File: src/srx_ram.sv
module srx_ram #(
    parameter int WIDTH = 64,
    parameter int DEPTH = 32
) (
    input  logic                     clk,
    input  logic                     we,
    input  logic [$clog2(DEPTH)-1:0] waddr,
    input  logic [WIDTH-1:0]         wdata,
    input  logic [$clog2(DEPTH)-1:0] raddr,
    output logic [WIDTH-1:0]         rdata
);

    logic [WIDTH-1:0] mem [DEPTH];

    // One write port, one registered read port.
    always_ff @(posedge clk)
    begin
        if (we)
        begin
            mem[waddr] <= wdata;
        end
        rdata <= mem[raddr];
    end

endmodule

File: config.mk
export PLATFORM = sky130hd
export DESIGN_NAME = srx_ram
export DESIGN_NICKNAME = d
export VERILOG_FILES = /design/src/srx_ram.sv
export SDC_FILE = /design/constraint.sdc
export NUM_CORES = 2
export LEC_CHECK = 0
export CAP_MARGIN = 0
export CORE_MARGIN = 5
export CORE_UTILIZATION = 30
export DETAILED_ROUTE_END_ITERATION = 6
export DONT_BUFFER_PORTS = 1
export PLACE_DENSITY_LB_ADDON = 0.1
export SLEW_MARGIN = 20
export SYNTH_ARGS = -nofsm -noshare
export SYNTH_HDL_FRONTEND = slang
export SYNTH_SLANG_ARGS = --single-unit
File: constraint.sdc
create_clock -name clk -period 3.7 [get_ports clk]
set_clock_uncertainty 0.05 [all_clocks]
set_input_delay 0.185 -clock clk [delete_from_list [all_inputs] [get_ports clk]]
set_output_delay 0.185 -clock clk [all_outputs]
set_load 0.1 [all_outputs]
Word level (Yosys, flattened, before mapping)
Memories as Yosys holds them, arrays and structs flattened. A register that Yosys moved wholly into a read port is not among the register bits.
Cells that the tools add are included.
{"block": "totals", "memories": 1, "in_bits": 76, "ram_bits": 2048, "reg_bits": 0}
{"memory": "mem", "words": 32, "width": 64, "rd": 1, "rd_ports_with_merged_regs": 1, "wr": 1, "line": "13", "source": "logic [WIDTH-1:0] mem [DEPTH];"}
{"block": "op_classes", "muxes": 2}
{"cell": "$mux 1", "count": 2}

Logic depth before layout (Yosys ltp)
{"block": "depth", "ltp_word": 2, "ltp_mapped": 9, "ltp_nobuf": 4}

Worst setup path after synthesis
OpenSTA, ideal clock, no wires.
{"block": "synth_path", "path_kind": "input -> register", "from": "in waddr[1]", "to": "mem mem[12][0], enable pin", "slack_ns": -0.357, "stages": 3, "path_buffers": 1, "arrival_ns": 3.521, "setup_time_ns": 0.486, "path_cell_list": "or3b_2 > clkbuf_1 > nor2_1"}
{"element": "from (decl)", "line": "7", "source": "input logic [$clog2(DEPTH)-1:0] waddr,"}
{"element": "to (decl)", "line": "13"}
No word-level cell before the write port.

==> flow_summary.ini <==
[setup_path]
cp.arrival_ns = 3.91
crit_type = in2reg
cp-start-kind = input pin
cp_max_fo = 106
endpoint_kind = flop
required_ns = 4.39

[cts]
clock_latency_ns = 0.86
post_cts_buffers = 0
clkSlewWorstSetupHoldPaths_ns = 0.06
htreeDepth = 4
clk_path_buf_depth = 3
cts_tree = built
clock_sinks = 2112
numCtsBuffers = 230
root_buffer = clkbuf_16

[floorplan]
die_area_um2 = 274000
row_count = 188
die_y_um = 523
io_pins = 140
die_width_um = 523
start_util_pct = 30.1
core_area_um2 = 262000

[synth]
synth-warning-count = 0
avgSynthCellArea_um2 = 25.5
synth_ff_type = edfxtp_1
synth-edff-count = 2048
synthMuxAreaShare_pct = 18.7
synthDistinctLibCells = 31
synth-simple-area-share_pct = 0.379
ys_seq_elements = 2112
yosysTopAreaCellShare_pct = 77.9
yosysTopAreaCell = edfxtp_1
synth.yosys.seq_area_share_pct = 79.5
synth_compound_area_share_pct = 0.466
yosys-top-cells-area = edfxtp_1 (78%), mux4_2 (17%), dfxtp_1 (1.6%)
post-synth-top-count-cell = edfxtp_1
ys_async_sr_fraction_pct = 0
netlist_area_um2 = 79000
synth_top_family_by_area = multiplexers
synth_xor_xnor_area_share_pct = 0
synth_fp_nets = 3173
ys_top_cells_by_count = edfxtp_1 (2048), mux4_2 (602), mux2_2 (74)
netlist_instances = 3097
synth-adder-area-share_pct = 0

[job]
cap_violations = 0

[timing]
hold-worst-slack_ns = 0.0351
fmax_mhz = 311
tightest_slew_ns = 1.17
maxSlewViolCount = 0
finalHoldViolations = 0
finalCritPeriodShare_pct = 86.9
fin_tns_setup_ns = 0
setup-violations-final = 0
fin_crit_ns = 3.21
max_slew_margin_pct = 21.8
rsz0062_at_grt = no

[route]
vias = 35000
drc = 0
initialDrtViolationCount = 3172
finalWirelength_um = 228000
via_per_inst = 4.90
wl_per_cell_um = 31.9
antenna_left = 0
drtPass1Iterations = 7

[cells_and_area]
nFillCells = 23900
drive_gt1_share_pct = 33.3
syn2layout_area_growth_pct = 18.1
fin_util_pct = 35.6
nNetsFinal = 3490

[grt]
grt.overflow.total = 0
grt_pass1_wl_um = 313000
grt_pass1_vias = 37500
antenna_found_initial = 24
track_usage_pct = 16.6
grt_max_degree = 490

[hold_path]
hp-class = in2reg

[power]
p_leak_nw = 28.5
total_power_w = 0.0522
power.density_nw_per_um2 = 560
ir_drop_mv = 0.449

[status]
outcome = complete, no violations

[placed_design]
gp_congestion = 0.695
dp_hpwl_um = 106000
portBuffers = 0
-- cell usage in the layout (no fill, tap or decap), types with 16 or more instances in the layout --
cell	netlist	routed
clkinv_1	0	47
mux4_2	602	602
clkbuf_16	0	232
buf_16	0	16
dfxtp_1	64	56
nor2_4	0	32
buf_2	65	31
buf_4	14	55
edfxtp_1	2048	2048
mux2i_1	38	38
dlygate4sd3_1	0	86
clkbuf_1	55	59
buf_12	0	53
clkinv_2	0	46
mux2_2	74	74
-- stage by stage --
stage	area [um^2]	instances	setup slack, ns
finish	93200	7144	0.487
detailed placement	84000	6549	1.20
global route	93200	7139	0.291
CTS	92800	7091	0.825
global placement	84000	6548	1.21
floorplan	79000	3097	-0.357
-- flip-flops by register name, summed over array words and instances, names as in the netlist --
| name | cells |
|---|---|
| rdata | 64 |
| mem | 2048 |
-- repair_timing --
item | CTS | global route
setup endpoints to repair | 0 | 0
hold buffers | 106 | 34
gates resized for setup | 0 | 0
endpoints found under the hold margin | 2197 | 1005
-- critical path, cell delays in order --
cell	delay, ns
buf_16	0.58
buf_16	0.49
mux4_2	0.59
mux4_2	0.47
dlygate4sd3_1	0.56
mux2_2	0.27
dlygate4sd3_1	0.57
-- report_power, final --
part / switching (W) / internal, W / leakage, nW / total (W)
Clock: 0.00953 / 0.0128 / 3.60 / 0.0223
Combinational: 0.00147 / 0.00106 / 5.95 / 0.00253
Sequential: 0.000765 / 0.0266 / 19.0 / 0.0274
-- area by class of cell --
| cell class | instances | area (um^2) | share of cell area (%) |
|---|---|---|---|
| Multi-Input combinational cell | 828 | 15700 | 16.8 |
| Tap cell | 3515 | 4400 | 4.72 |
| Timing Repair Buffer | 241 | 2930 | 3.14 |
| Sequential cell | 2112 | 62800 | 67.3 |
| Clock inverter | 131 | 1190 | 1.28 |
| Inverter | 1 | 3.75 | 0.00403 |
| Antenna cell | 11 | 27.5 | 0.0295 |
| Clock buffer | 305 | 6220 | 6.67 |
-- metal layers --
metal  track usage [%]  share of wire, %  vias to the layer above
met5                 0             0.024                        -
met1              22.4                43                    19500
li1                  -                 -                    14200
met3              3.19               5.4                      287
met4              3.92               2.2                       10
met2              27.8                50                      956
-- logic make-up after synthesis --
logic type / count (synthesis)
and+or+nand+nor: 64
DFF: 2112
AOI/OAI and AO/OA: 50
muxes: 714
buffers and inverters: 157
-- worst paths after layout --
path / depth (start not counted) / slack (ns) / end / startpoint
max: 7 / 0.49 / rdata[58] / raddr[0]
min: 3 / 0.04 / rdata[46] / raddr[4]
max reg2reg: 5 / 0.84 / rdata[58] / mem[28][58]
min reg2reg: 4 / 0.74 / rdata[46] / mem[20][46]
Power figures use the tool's default switching activity.
